<file path="src/vsa_pkg.sv">
// Shared constants, types and codes for the voxel statistics accumulator.
// No dependencies; every other file uses it through scoped names.
package vsa_pkg;

   // Grid geometry
   localparam int GRID_X = 32;
   localparam int GRID_Y = 32;
   localparam int GRID_Z = 8;
   localparam int CELLS  = GRID_X * GRID_Y * GRID_Z;
   localparam int DEPTH  = 8192;
   localparam int VID_W  = 13;

   // Field widths
   localparam int COORD_W = 24;
   localparam int LEAF_W  = 16;
   localparam int CNT_W   = 16;
   localparam int SUM_W   = 32;
   localparam int MOM_W   = 48;
   localparam int PROD_W  = 2 * LEAF_W;
   localparam int CELL_W  = COORD_W + 1;
   localparam int IDX_W   = COORD_W + 2;
   localparam int LIN_W   = 32;

   localparam logic [CNT_W-1:0] COUNT_MAX = '1;

   localparam int QUEUE_DEPTH = 2;

   typedef enum logic [1:0] {
      ST_OK      = 2'd0,
      ST_OUTSIDE = 2'd1,
      ST_FULL    = 2'd2
   } status_type;

   typedef enum logic [2:0] {
      CSR_LEAF_X   = 3'd0,
      CSR_LEAF_Y   = 3'd1,
      CSR_LEAF_Z   = 3'd2,
      CSR_ORIGIN_X = 3'd3,
      CSR_ORIGIN_Y = 3'd4,
      CSR_ORIGIN_Z = 3'd5
   } csr_index_type;

   typedef struct packed {
      logic [LEAF_W-1:0]  leaf_x;
      logic [LEAF_W-1:0]  leaf_y;
      logic [LEAF_W-1:0]  leaf_z;
      logic [COORD_W-1:0] origin_x;
      logic [COORD_W-1:0] origin_y;
      logic [COORD_W-1:0] origin_z;
   } cfg_type;

   // Classified command passed from front end to back end
   typedef struct packed {
      logic              is_read;
      status_type        status;
      logic [VID_W-1:0]  vid;
      logic [LEAF_W-1:0] off_x;
      logic [LEAF_W-1:0] off_y;
      logic [LEAF_W-1:0] off_z;
   } cmd_type;

endpackage

</file>
<file path="src/vsa_queue.sv">
// Small FIFO of classified commands between front and back end.
// Depends on vsa_pkg.
module vsa_queue (
   input  logic               clock,
   input  logic               reset,
   input  logic               push_valid,
   output logic               push_ready,
   input  vsa_pkg::cmd_type   push_cmd,
   output logic               pop_valid,
   input  logic               pop_ready,
   output vsa_pkg::cmd_type   pop_cmd
);
   localparam int PW = (vsa_pkg::QUEUE_DEPTH > 1) ? $clog2(vsa_pkg::QUEUE_DEPTH) : 1;
   localparam int NW = $clog2(vsa_pkg::QUEUE_DEPTH + 1);

   vsa_pkg::cmd_type  slot_ff [vsa_pkg::QUEUE_DEPTH];
   logic [PW-1:0]     wr_ff, wr_in, rd_ff, rd_in;
   logic [NW-1:0]     num_ff, num_in;
   logic              do_push, do_pop;

   assign push_ready = (num_ff != NW'(vsa_pkg::QUEUE_DEPTH));
   assign pop_valid  = (num_ff != '0);
   assign pop_cmd    = slot_ff[rd_ff];
   assign do_push    = push_valid && push_ready;
   assign do_pop     = pop_valid && pop_ready;

   always_comb begin
      wr_in  = wr_ff;
      rd_in  = rd_ff;
      num_in = num_ff;
      if (do_push) wr_in = (wr_ff == PW'(vsa_pkg::QUEUE_DEPTH - 1)) ? '0 : wr_ff + 1'b1;
      if (do_pop)  rd_in = (rd_ff == PW'(vsa_pkg::QUEUE_DEPTH - 1)) ? '0 : rd_ff + 1'b1;
      if (do_push && !do_pop) num_in = num_ff + 1'b1;
      else if (!do_push && do_pop) num_in = num_ff - 1'b1;
   end

   always_ff @(posedge clock) begin
      if (reset) begin
         wr_ff  <= '0;
         rd_ff  <= '0;
         num_ff <= '0;
      end else begin
         wr_ff  <= wr_in;
         rd_ff  <= rd_in;
         num_ff <= num_in;
      end
      if (do_push) slot_ff[wr_ff] <= push_cmd;
   end
endmodule

</file>
<file path="config.mk">
export PLATFORM = sky130hd
export DESIGN_NAME = vsa_queue
export DESIGN_NICKNAME = d
export VERILOG_FILES = /design/src/vsa_pkg.sv /design/src/vsa_queue.sv
export SDC_FILE = /design/constraint.sdc
export NUM_CORES = 1
export LEC_CHECK = 0
export BUFFER_PORTS_ARGS = -buffer_cell sky130_fd_sc_hd__buf_4
export CORE_AREA = 2 2 107 109
export CTS_CLUSTER_DIAMETER = 120
export DETAILED_ROUTE_END_ITERATION = 16
export DIE_AREA = 0 0 109 111
export PLACE_DENSITY = 0.72
export SLEW_MARGIN = 20
export SYNTH_ARGS = -nofsm -noshare
export SYNTH_HDL_FRONTEND = slang
export SYNTH_SLANG_ARGS = --single-unit
</file>
<file path="constraint.sdc">
create_clock -name clock -period 2.45 [get_ports clock]
set_input_delay 0.49 -clock clock [delete_from_list [all_inputs] [get_ports clock]]
set_output_delay 0.49 -clock clock [all_outputs]
set_load 0.05 [all_outputs]
</file>
==> out/qor.csv <==
stage,metric,value,unit
synth,synth_compound_area_frac,0.00621,
worst_setup_path,worst_ep_arrival_time,1700,ps
cts,clock-sinks,133,
worst_setup_path,cp-start-kind,flip-flop,
sta,hold_viol,0,
pwr,p_leak,2.48,nW
sta,report.final.slew_viol_count,0,
global_routing,grt_pass1_wl,13.0,mm
sta,period_share,0.896,
placed_design,io_buffers,133,
route,dr.pass1.iters,4,
cts,cts_tree,yes,
global_routing,use_met3,0.0588,
pwr,peakVddDrop,0.608,mV
global_routing,overflow,0,
sta,fin_hold_ws,261,ps
die,std_cell_rows,39,
pwr,pwr-share-seq,0.355,
pwr,p_sw_frac,0.347,
cells_and_area,antenna_cells,0,
die,dieArea,12100,um^2
synth,synth-seq-cells,133,
synth,synth_area_leaders,"edfxtp_1, mux2_2, dfxtp_1",
worst_setup_path,cpMaxStageDelayCell,mux2_2,
synth,yosys.area_share.simple,0.0103,
synth,synthXorXnorAreaFrac,0.00543,
die,pin_count,134,
worst_setup_path,critical-path-max-stage-delay,400,ps
placed_design,gp_congestion,0.698,
route,drtIter0Drc,85,
synth,muxShareOfSynthArea,0.149,
die,initial_core_util,0.437,
cells_and_area,drive_above_1_share,0.618,
synth,syn_area,4840,um^2
synth,syn_nets,292,
route,antenna_left,0,
worst_setup_path,critical_path.max_fanout,31,
global_routing,grt.total_usage,0.145,
global_routing,antenna_found_initial,0,
cts,clockBufferDepth,2,
synth,yosysWarnings,0,
pwr,power_frac_clock,0.309,
placed_design,dp_hpwl,5.44,mm
cts,cts_made_buffers,17,
synth,synth_top_cell_by_area,edfxtp_1,
cells_and_area,final_cell_mix,"buf_4, edfxtp_1, mux2_2",
cts,cts_resized,0,
die,die_x,109,um
route,routed_wl,8.36,mm
synth,yosysUniqueCellTypes,18,
die,core_area,11100,um^2
cells_and_area,fin_nets,443,
route,drc,0,
cts,holdBufCountCts,0,
cts,clk_pin_slew,60,ps
die,die_height,111,um
global_routing,grt_max_degree,34,
sta,relSlewSlack,0.693,
worst_setup_path,crit_path_end_kind,output pin,
cells_and_area,fin_util,0.598,
worst_setup_path,r2r_slack,770,ps
sta,setup_tns,0,ps
pwr,p_per_area,1240,nW/um^2
global_routing,busiest_layer,met2,
sta,period_needed,2190,ps
cts,post_cts_buffers,0,
synth,syn_area_per_cell,21.7,um^2
pwr,p_comb_frac,0.337,
worst_hold_path,hp-class,in2reg,
cts,h-tree-depth,4,
synth,yosysTopAreaCellShare,0.795,
cts,root_buffer,clkbuf_16,
sta,max_freq,456,MHz
worst_setup_path,path_cells,buf_4 -> mux2_2 -> buf_4,
route,viasPerCell,4.70,
outcome,status,"finished, final reports clean",
sta,fin_skew,14.5,ps
synth,seq_area_frac_synth,0.815,
global_routing,met2_usage,0.235,
route,vias,2493,
global_routing,use_met1,0.167,
worst_setup_path,crit_required,1960,ps
worst_setup_path,worstSetupPathType,reg2out,
synth,synth_top_family_by_area,multiplexers,
worst_setup_path,cpMostUsedCell,buf_4,
sta,final-setup-viol-count,0,
pwr,intPower,0.00538,W
sta,worst_slew_pin_slew,460,ps
job,drv_cap,0,
route,post_drt_wl_per_cell,15.8,um
pwr,switchingPower,0.00285,W
synth,synthCells,223,
cells_and_area,area_delta_synth_final,36.9,%
cts,clk_latency,410,ps
cells_and_area,layout_commonest_cell,buf_4,
global_routing,grt_pass1_vias,2706,
sta,grt_setup_unrepaired,false,
synth,synthAdderAreaFrac,0.00259,
area by class of cell:
cell class / instances / area, um^2
Timing Repair Buffer: 139 / 1040
Tap cell: 143 / 179
Fill cell: 870 / 4460
Clock buffer: 17 / 425
Sequential cell: 133 / 3950
Multi-Input combinational cell: 82 / 841
Inverter: 1 / 7.51
Clock inverter: 15 / 179
routing by layer:
metal | part of all wire | routed length (um)
met1 | 0.40 | 3340
met5 | 0 | 0
met2 | 0.50 | 4220
met3 | 0.075 | 625
met4 | 0.020 | 168
per-stage QoR:
stage,setup slack (ps),instances,total power [W],cell area (um^2)
after floorplan,53.9,223,0.00499,4840
after global placement,644,498,0.00574,6020
after detailed placement,657,498,0.00577,6020
after CTS,214,530,0.00834,6620
after global routing,163,530,0.00855,6620
final,256,530,0.00823,6620
power by group through the flow:
stage                     logic (W)  clock network (W)  registers (W)
after global placement      0.00279                  0        0.00295
after detailed placement    0.00280                  0        0.00297
after floorplan             0.00204                  0        0.00295
after CTS                   0.00281            0.00261        0.00292
final                       0.00277            0.00254        0.00292
after global routing        0.00291            0.00269        0.00295
sequential cells by signal, indices dropped and copies added, names as in the netlist, named ones only:
signal / flops
rd_ff: 1
wr_ff: 1
slot_ff: 128
num_ff: 2
worst max-delay path: cells and delay by family (launching register included):
kind	cells	cell delay [ps]
buf+inv	2	540
flops	1	320
mux	1	400
Yosys cell counts:
| master | count |
|---|---|
| edfxtp_1 | 128 |
| mux2_2 | 64 |
| buf_4 | 6 |
| dfxtp_1 | 5 |
| nor2_1 | 3 |
| xor2_1 | 3 |
| a21oi_1 | 2 |
| o21ai_0 | 2 |
| a21bo_2 | 1 |
| and2_1 | 1 |
| and3_1 | 1 |
| buf_2 | 1 |
| ha_1 | 1 |
| inv_1 | 1 |
| nand2b_1 | 1 |
| nand3b_1 | 1 |
| or2_2 | 1 |
| or3_1 | 1 |
final timing paths:
check                             startpoint  depth (start not counted)              to
worst min-delay path            push_cmd[18]                          1  slot_ff[0][18]
worst max-delay path               flip-flop                          3     pop_cmd[51]
worst min register to register     num_ff[1]                          2       num_ff[1]
worst max register to register     num_ff[0]                          4  slot_ff[0][50]
cells by family (layout without fill, tap and decap cells):
logic type / Yosys count / in the layout
AO/OA/AOI/OAI: 5 / 5
XOR/XNOR: 3 / 3
adder cells (fa/ha/maj): 1 / 1
buffers and inverters: 8 / 172
flip-flops: 133 / 133
multiplexers: 64 / 64
AND/OR/NAND/NOR: 9 / 9
No activity file was read; power rests on OpenSTA's default activity.
