--- src/vsa_pkg.sv ---
// Shared constants, types and codes for the voxel statistics accumulator.
// No dependencies; every other file uses it through scoped names.
package vsa_pkg;

   // Grid geometry
   localparam int GRID_X = 32;
   localparam int GRID_Y = 32;
   localparam int GRID_Z = 8;
   localparam int CELLS  = GRID_X * GRID_Y * GRID_Z;
   localparam int DEPTH  = 8192;
   localparam int VID_W  = 13;

   // Field widths
   localparam int COORD_W = 24;
   localparam int LEAF_W  = 16;
   localparam int CNT_W   = 16;
   localparam int SUM_W   = 32;
   localparam int MOM_W   = 48;
   localparam int PROD_W  = 2 * LEAF_W;
   localparam int CELL_W  = COORD_W + 1;
   localparam int IDX_W   = COORD_W + 2;
   localparam int LIN_W   = 32;

   localparam logic [CNT_W-1:0] COUNT_MAX = '1;

   localparam int QUEUE_DEPTH = 2;

   typedef enum logic [1:0] {
      ST_OK      = 2'd0,
      ST_OUTSIDE = 2'd1,
      ST_FULL    = 2'd2
   } status_type;

   typedef enum logic [2:0] {
      CSR_LEAF_X   = 3'd0,
      CSR_LEAF_Y   = 3'd1,
      CSR_LEAF_Z   = 3'd2,
      CSR_ORIGIN_X = 3'd3,
      CSR_ORIGIN_Y = 3'd4,
      CSR_ORIGIN_Z = 3'd5
   } csr_index_type;

   typedef struct packed {
      logic [LEAF_W-1:0]  leaf_x;
      logic [LEAF_W-1:0]  leaf_y;
      logic [LEAF_W-1:0]  leaf_z;
      logic [COORD_W-1:0] origin_x;
      logic [COORD_W-1:0] origin_y;
      logic [COORD_W-1:0] origin_z;
   } cfg_type;

   // Classified command passed from front end to back end
   typedef struct packed {
      logic              is_read;
      status_type        status;
      logic [VID_W-1:0]  vid;
      logic [LEAF_W-1:0] off_x;
      logic [LEAF_W-1:0] off_y;
      logic [LEAF_W-1:0] off_z;
   } cmd_type;

endpackage

--- src/vsa_if.sv ---
// Valid/ready channel interfaces for requests and responses.
// Depends on vsa_pkg for field widths.
interface vsa_req_if;
   logic                                valid;
   logic                                ready;
   logic                                req_type;
   logic signed [vsa_pkg::COORD_W-1:0]  point_x;
   logic signed [vsa_pkg::COORD_W-1:0]  point_y;
   logic signed [vsa_pkg::COORD_W-1:0]  point_z;
   logic [vsa_pkg::VID_W-1:0]           read_index;

   modport source (output valid, req_type, point_x, point_y, point_z, read_index,
                   input ready);
   modport sink   (input valid, req_type, point_x, point_y, point_z, read_index,
                   output ready);
endinterface


--- src/vsa_div.sv ---
// Restoring unsigned divider, one quotient bit per cycle.
// Depends on vsa_pkg for widths.
module vsa_div (
   input  logic                        clock,
   input  logic                        reset,
   input  logic                        start,
   input  logic [vsa_pkg::COORD_W-1:0] dividend,
   input  logic [vsa_pkg::LEAF_W-1:0]  divisor,
   output logic [vsa_pkg::COORD_W-1:0] quotient,
   output logic [vsa_pkg::LEAF_W-1:0]  remainder,
   output logic                        done
);
   localparam int CW = $clog2(vsa_pkg::COORD_W + 1);

   logic [CW-1:0]                 cnt_ff, cnt_in;
   logic                          done_ff, done_in;
   logic [vsa_pkg::COORD_W-1:0]   q_ff, q_in;
   logic [vsa_pkg::LEAF_W-1:0]    rem_ff, rem_in;
   logic [vsa_pkg::LEAF_W-1:0]    div_ff, div_in;
   logic [vsa_pkg::LEAF_W:0]      rem_sh;
   logic                          ge;

   always_comb begin
      rem_sh  = {rem_ff, q_ff[vsa_pkg::COORD_W-1]};
      ge      = rem_sh >= {1'b0, div_ff};
      cnt_in  = cnt_ff;
      done_in = 1'b0;
      q_in    = q_ff;
      rem_in  = rem_ff;
      div_in  = div_ff;
      if (start) begin
         cnt_in = CW'(vsa_pkg::COORD_W);
         q_in   = dividend;
         rem_in = '0;
         div_in = divisor;
      end else if (cnt_ff != '0) begin
         q_in   = {q_ff[vsa_pkg::COORD_W-2:0], ge};
         rem_in = ge ? vsa_pkg::LEAF_W'(rem_sh - {1'b0, div_ff})
                     : vsa_pkg::LEAF_W'(rem_sh);
         cnt_in = cnt_ff - 1'b1;
         done_in = (cnt_ff == CW'(1));
      end
   end

   always_ff @(posedge clock) begin
      if (reset) begin
         cnt_ff  <= '0;
         done_ff <= 1'b0;
      end else begin
         cnt_ff  <= cnt_in;
         done_ff <= done_in;
      end
      q_ff   <= q_in;
      rem_ff <= rem_in;
      div_ff <= div_in;
   end

   assign quotient  = q_ff;
   assign remainder = rem_ff;
   assign done      = done_ff;
endmodule

--- src/vsa_front.sv ---
// Front end: accepts requests, divides coordinates by the leaf sizes and
// classifies each item into a command. Depends on vsa_pkg, vsa_if, vsa_div.
module vsa_front (
   input  logic               clock,
   input  logic               reset,
   input  vsa_pkg::cfg_type   cfg,
   vsa_req_if.sink            req_chan,
   output logic               push_valid,
   input  logic               push_ready,
   output vsa_pkg::cmd_type   push_cmd
);
   typedef enum logic [1:0] {F_IDLE, F_DIV, F_PUSH} fstate_type;

   localparam int LIM [3] = '{vsa_pkg::GRID_X, vsa_pkg::GRID_Y, vsa_pkg::GRID_Z};

   fstate_type                    state_ff, state_in;
   vsa_pkg::cmd_type              cmd_ff, cmd_in;
   logic [2:0]                    neg_ff, neg_in;

   logic                          accept, start;
   logic [vsa_pkg::COORD_W-1:0]   pt   [3];
   logic [vsa_pkg::COORD_W-1:0]   mag  [3];
   logic [vsa_pkg::LEAF_W-1:0]    leaf [3];
   logic [vsa_pkg::COORD_W-1:0]   org  [3];
   logic [vsa_pkg::COORD_W-1:0]   quo  [3];
   logic [vsa_pkg::LEAF_W-1:0]    rem  [3];
   logic [2:0]                    done;
   logic [vsa_pkg::CELL_W-1:0]    col  [3];
   logic [vsa_pkg::IDX_W-1:0]     idx  [3];
   logic [vsa_pkg::LEAF_W-1:0]    off  [3];
   logic [2:0]                    in_rng;
   logic [vsa_pkg::LIN_W-1:0]     lin;

   assign pt[0] = req_chan.point_x;
   assign pt[1] = req_chan.point_y;
   assign pt[2] = req_chan.point_z;
   assign leaf[0] = (cfg.leaf_x == '0) ? vsa_pkg::LEAF_W'(1) : cfg.leaf_x;
   assign leaf[1] = (cfg.leaf_y == '0) ? vsa_pkg::LEAF_W'(1) : cfg.leaf_y;
   assign leaf[2] = (cfg.leaf_z == '0) ? vsa_pkg::LEAF_W'(1) : cfg.leaf_z;
   assign org[0] = cfg.origin_x;
   assign org[1] = cfg.origin_y;
   assign org[2] = cfg.origin_z;

   assign req_chan.ready = (state_ff == F_IDLE);
   assign accept = req_chan.valid && req_chan.ready;
   assign start  = accept && !req_chan.req_type;

   for (genvar a = 0; a < 3; a++) begin : g_axis
      // divide the magnitude, fix up sign afterwards for floor semantics
      assign mag[a] = pt[a][vsa_pkg::COORD_W-1] ? vsa_pkg::COORD_W'(0) - pt[a] : pt[a];

      vsa_div u_div (
         .clock     (clock),
         .reset     (reset),
         .start     (start),
         .dividend  (mag[a]),
         .divisor   (leaf[a]),
         .quotient  (quo[a]),
         .remainder (rem[a]),
         .done      (done[a])
      );

      always_comb begin
         if (neg_ff[a]) begin
            col[a] = vsa_pkg::CELL_W'(0) - vsa_pkg::CELL_W'(quo[a])
                     - vsa_pkg::CELL_W'(rem[a] != '0);
            off[a] = (rem[a] != '0) ? leaf[a] - rem[a] : rem[a];
         end else begin
            col[a] = vsa_pkg::CELL_W'(quo[a]);
            off[a] = rem[a];
         end
         idx[a] = {col[a][vsa_pkg::CELL_W-1], col[a]}
                - {{2{org[a][vsa_pkg::COORD_W-1]}}, org[a]};
         in_rng[a] = !idx[a][vsa_pkg::IDX_W-1] && (idx[a] < vsa_pkg::IDX_W'(LIM[a]));
      end
   end

   assign lin = vsa_pkg::LIN_W'(idx[0])
              + vsa_pkg::LIN_W'(idx[1]) * vsa_pkg::LIN_W'(vsa_pkg::GRID_X)
              + vsa_pkg::LIN_W'(idx[2])
                * vsa_pkg::LIN_W'(vsa_pkg::GRID_X * vsa_pkg::GRID_Y);

   always_comb begin
      state_in = state_ff;
      cmd_in   = cmd_ff;
      neg_in   = neg_ff;
      case (state_ff)
         F_IDLE: begin
            if (accept) begin
               if (req_chan.req_type) begin
                  cmd_in.is_read = 1'b1;
                  cmd_in.vid     = req_chan.read_index;
                  cmd_in.status  = (vsa_pkg::LIN_W'(req_chan.read_index)
                                    < vsa_pkg::LIN_W'(vsa_pkg::CELLS))
                                   ? vsa_pkg::ST_OK : vsa_pkg::ST_OUTSIDE;
                  cmd_in.off_x   = '0;
                  cmd_in.off_y   = '0;
                  cmd_in.off_z   = '0;
                  state_in       = F_PUSH;
               end else begin
                  neg_in   = {pt[2][vsa_pkg::COORD_W-1], pt[1][vsa_pkg::COORD_W-1],
                              pt[0][vsa_pkg::COORD_W-1]};
                  state_in = F_DIV;
               end
            end
         end
         F_DIV: begin
            if (&done) begin
               cmd_in.is_read = 1'b0;
               cmd_in.off_x   = off[0];
               cmd_in.off_y   = off[1];
               cmd_in.off_z   = off[2];
               if ((&in_rng) && (lin < vsa_pkg::LIN_W'(vsa_pkg::DEPTH))) begin
                  cmd_in.status = vsa_pkg::ST_OK;
                  cmd_in.vid    = lin[vsa_pkg::VID_W-1:0];
               end else begin
                  cmd_in.status = vsa_pkg::ST_OUTSIDE;
                  cmd_in.vid    = '0;
               end
               state_in = F_PUSH;
            end
         end
         F_PUSH: begin
            if (push_ready) state_in = F_IDLE;
         end
         default: state_in = F_IDLE;
      endcase
   end

   always_ff @(posedge clock) begin
      if (reset) begin
         state_ff <= F_IDLE;
      end else begin
         state_ff <= state_in;
      end
      cmd_ff <= cmd_in;
      neg_ff <= neg_in;
   end

   assign push_valid = (state_ff == F_PUSH);
   assign push_cmd   = cmd_ff;
endmodule

--- src/flat_wrapper.sv ---
// flat-port wrapper written by rule: the top's interface ports become plain ports
module vsa_front_flat 
  (clock, reset, cfg, push_valid, push_ready, push_cmd, req_chan_valid, req_chan_req_type, req_chan_point_x, req_chan_point_y, req_chan_point_z, req_chan_read_index, req_chan_ready);
  vsa_req_if req_chan_i ();
  input  logic clock;
  input  logic reset;
  input  vsa_pkg::cfg_type cfg;
  output logic push_valid;
  input  logic push_ready;
  output vsa_pkg::cmd_type push_cmd;
  input wire logic [$bits(req_chan_i.valid)-1:0] req_chan_valid;
  input wire logic [$bits(req_chan_i.req_type)-1:0] req_chan_req_type;
  input wire logic [$bits(req_chan_i.point_x)-1:0] req_chan_point_x;
  input wire logic [$bits(req_chan_i.point_y)-1:0] req_chan_point_y;
  input wire logic [$bits(req_chan_i.point_z)-1:0] req_chan_point_z;
  input wire logic [$bits(req_chan_i.read_index)-1:0] req_chan_read_index;
  output wire logic [$bits(req_chan_i.ready)-1:0] req_chan_ready;
  assign req_chan_i.valid = req_chan_valid;
  assign req_chan_i.req_type = req_chan_req_type;
  assign req_chan_i.point_x = req_chan_point_x;
  assign req_chan_i.point_y = req_chan_point_y;
  assign req_chan_i.point_z = req_chan_point_z;
  assign req_chan_i.read_index = req_chan_read_index;
  assign req_chan_ready = req_chan_i.ready;
  vsa_front u_core (.clock(clock), .reset(reset), .cfg(cfg), .req_chan(req_chan_i), .push_valid(push_valid), .push_ready(push_ready), .push_cmd(push_cmd));
endmodule
--- config.mk ---
export PLATFORM = sky130hd
export DESIGN_NAME = vsa_front_flat
export DESIGN_NICKNAME = d
export VERILOG_FILES = /design/src/vsa_pkg.sv /design/src/vsa_if.sv /design/src/vsa_div.sv /design/src/vsa_front.sv /design/src/flat_wrapper.sv
export SDC_FILE = /design/constraint.sdc
export NUM_CORES = 1
export LEC_CHECK = 0
export BUFFER_PORTS_ARGS = -buffer_cell sky130_fd_sc_hd__buf_4
export CAP_MARGIN = 30
export CORE_UTILIZATION = 30
export DETAILED_ROUTE_END_ITERATION = 8
export PLACE_DENSITY_LB_ADDON = 0.3
export SLEW_MARGIN = 5
export SYNTH_ARGS = -nofsm -noshare
export SYNTH_HDL_FRONTEND = slang
export SYNTH_HIERARCHICAL = 1
export SYNTH_SLANG_ARGS = --single-unit
--- constraint.sdc ---
create_clock -name clock -period 7.96 [get_ports clock]
set_clock_uncertainty 0.05 [all_clocks]
set_input_delay 1.592 -clock clock [delete_from_list [all_inputs] [get_ports clock]]
set_output_delay 1.592 -clock clock [all_outputs]
set_load 0.05 [all_outputs]
==> results.ini <==
[floorplanning]
die_w_um=308
die_area_mm2=0.0947
initial_utilization_pct=30.4
core-area_mm2=0.0921
num_rows=111
die_height_um=308
io_pins=276

[route]
initialDrtViolationCount=1612
via_per_inst=5.19
dr.pass1.iters=7
wl_per_cell_um=18.0
vias=26100
wirelength_um=90200
ant_nets=0
drc=0

[logic_synthesis]
synth_area_mm2=0.0280
ys_seq_elements=254
synth_area_leaders=edfxtp_1, ha_1, xnor2_1, dfxtp_1, inv_1
syn_nets=3952
synth_edf_count=186
yosys.cell_types.count=96
synth_top_area_cell=edfxtp_1
yosys.area.top_type_share_pct=19.9
synthFlopType=edfxtp_1
syn_area_per_cell_um2=8.19
synth_seq_area_share_pct=24.8
yosys_warnings=6
netlist_instances=3423
ys_async_sr_fraction_pct=0

[critical_path]
critPathArrivalTime_ns=7.99
crit_top_cell=ha_4
worstPathMaxFanout=4
reg2reg_depth=39
rr_startpoint=u_core/g_axis[0].u_div/remainder[12]
cp_data_required_time_ns=8.19
crit_path_top_delay_cell=fa_1
crit_path_max_incr_delay_ns=0.48
start_kind=flop
r2r_setup_slack_ns=0.20
critPathBufInv=4
worst_setup_path_end_kind=flop
crit_type=flop to flop
r2r_end=u_core/push_cmd[61]
path_delay_family=compound AO/OA/AOI/OAI gates

[layout]
areaGrowthSynthToFinish_pct=21.8
finalNetCount=4279
final_common_cell=buf_4
drive_above_1_share_pct=19.8
final_cell_mix=buf_4, inv_1, ha_1

[sta]
finalSetupViolations=0
finalMaxSlewViolations=0
fin_tns_setup_ns=0
final_hold_viol_count=0
max_slew.worst_pin.slew_ns=0.934
post-route-min-period_ns=7.76
min_period_over_period_pct=97.4
grt_setup_unrepaired=yes
max_freq_mhz=129
slew_headroom_pct=37.4

[clock_network]
cts.reportedPaths.clkPinSlew_ns=0.06
cts.sinks=254
cts_buffers=34
clk_path_buf_depth=3
ctsHoldBuffers=0
cts_tree=done
cts_root_buffer=clkbuf_16
clk_latency_ns=0.55
htreeDepth=2

[worst_hold_path]
worstHoldStart=u_core/g_axis[2].u_div/cnt_ff[1]
min_path_type=flop to flop
hold_path_end=u_core/g_axis[2].u_div/cnt_ff[1]
holdPathStages=2

[placement]
gp_congestion=0.938
dp_hpwl_um=72500
io_buffer_count=274

[global_route]
grt_pass1_vias=24700
antenna_found_initial=16
grt-ovfl-total=0
grtUsageTotal_pct=18.4
grt_max_degree=72
grt_pass1_wl_um=137000

[run_status]
status=completed

[run]
cap_violations=0

[how the worst max path moves through the flow]
stage | from | end | cells after the start
2_1_floorplan | u_core/g_axis[0].u_div/remainder[1] | u_core/push_cmd[57] | 40
3_5_place_dp | u_core/g_axis[0].u_div/remainder[4] | u_core/push_cmd[51] | 39
6_report | u_core/g_axis[0].u_div/remainder[12] | u_core/push_cmd[61] | 39
4_1_cts | u_core/g_axis[0].u_div/remainder[4] | u_core/push_cmd[54] | 39
5_1_grt | u_core/g_axis[0].u_div/remainder[12] | u_core/push_cmd[61] | 39
3_3_place_gp | u_core/g_axis[0].u_div/remainder[4] | u_core/push_cmd[50] | 39
[final cells by class]
cell class | instances | area [µm²]
inverters | 341 | 1280
fillers | 9474 | 57900
clock buffers | 48 | 976
multi-input cells | 2662 | 19700
flip-flops and latches | 254 | 6950
clock inverters | 13 | 144
diodes | 3 | 7.51
repair buffers | 457 | 3520
well taps | 1243 | 1560
[what timing repair did]
item,in CTS,in global routing
endpoints found under the setup margin,14,14
cloned,0,1
resized for setup,8,116
pin swaps,1,77
buffers inserted,1,13
hold endpoints to repair,0,0
[registers in the layout (all words and copies together) (netlist names)]
register and flops:
u_core/g_axis.u_div/cnt_ff 15, u_core/g_axis.u_div/div_ff 48, u_core/g_axis.u_div/done 3, u_core/g_axis.u_div/quotient 72
u_core/g_axis.u_div/remainder 48, u_core/neg_ff 3, u_core/push_cmd 63, u_core/state_ff 2
[worst reg2reg max path, delay by kind of cell (launching register included)]
family / cells / cell delay, ns
AOI/OAI and AO/OA: 16 / 2.83
xor gates and xnor gates: 3 / 0.45
adders and majority gates: 6 / 1.41
buffers and inverters: 4 / 0.45
DFF: 1 / 0.32
and+or+nand+nor: 10 / 1.98
[synth_stat cells (33+ instances only)]
master	instances
a31oi_1	49
o21ai_0	180
ha_1	293
nor2b_1	37
a311oi_1	36
nand3_1	76
a21oi_1	227
nor3_1	70
xor2_1	60
clkbuf_1	130
a211oi_1	34
nor2_1	254
mux2i_1	39
o211ai_1	33
edfxtp_1	186
mux2_2	82
xnor2_1	175
nand2b_1	51
a21o_1	82
o21bai_1	36
dfxtp_1	68
nand2_1	268
nor4_1	58
or3_1	46
inv_1	341
[logic make-up (layout without fill, tap and decap cells)]
family	count (synthesis)	count (layout)	synth area share (%)
and+or+nand+nor	1053	1054	19.0
buffers and inverters	508	859	7.11
DFF	254	254	24.8
adders and majority gates	319	319	14.9
xor gates and xnor gates	235	235	7.34
muxes	121	121	4.69
other	1	4	0.0134
AOI/OAI and AO/OA	932	932	22.1
[through the flow]
stage / utilization (%) / area (µm²) / setup slack, ns / hold slack [ns] / instances
floorplan: - / 28000 / 0.152 / 0.425 / 3423
detailed placement: 35.1 / 32300 / -0.232 / 0.458 / 4940
global placement: 35.0 / 32200 / -0.136 / 0.453 / 4935
global route: 37.1 / 34100 / -0.187 / 0.487 / 5020
finish: 37.1 / 34100 / 0.205 / 0.471 / 5021
CTS: 36.3 / 33400 / 0.0104 / 0.471 / 5002
[per-layer routing]
metal	vias to the layer above	global-route usage (%)	part of all wire [%]
li1	13100	-	-
met4	24	6.27	3.4
met1	12200	23.7	45
met2	598	30.7	46
met3	153	3.24	5.4
met5	-	0	0.16
Power is not shown: default switching activity piles up to over one toggle a cycle in this logic, so the estimate is an artifact.
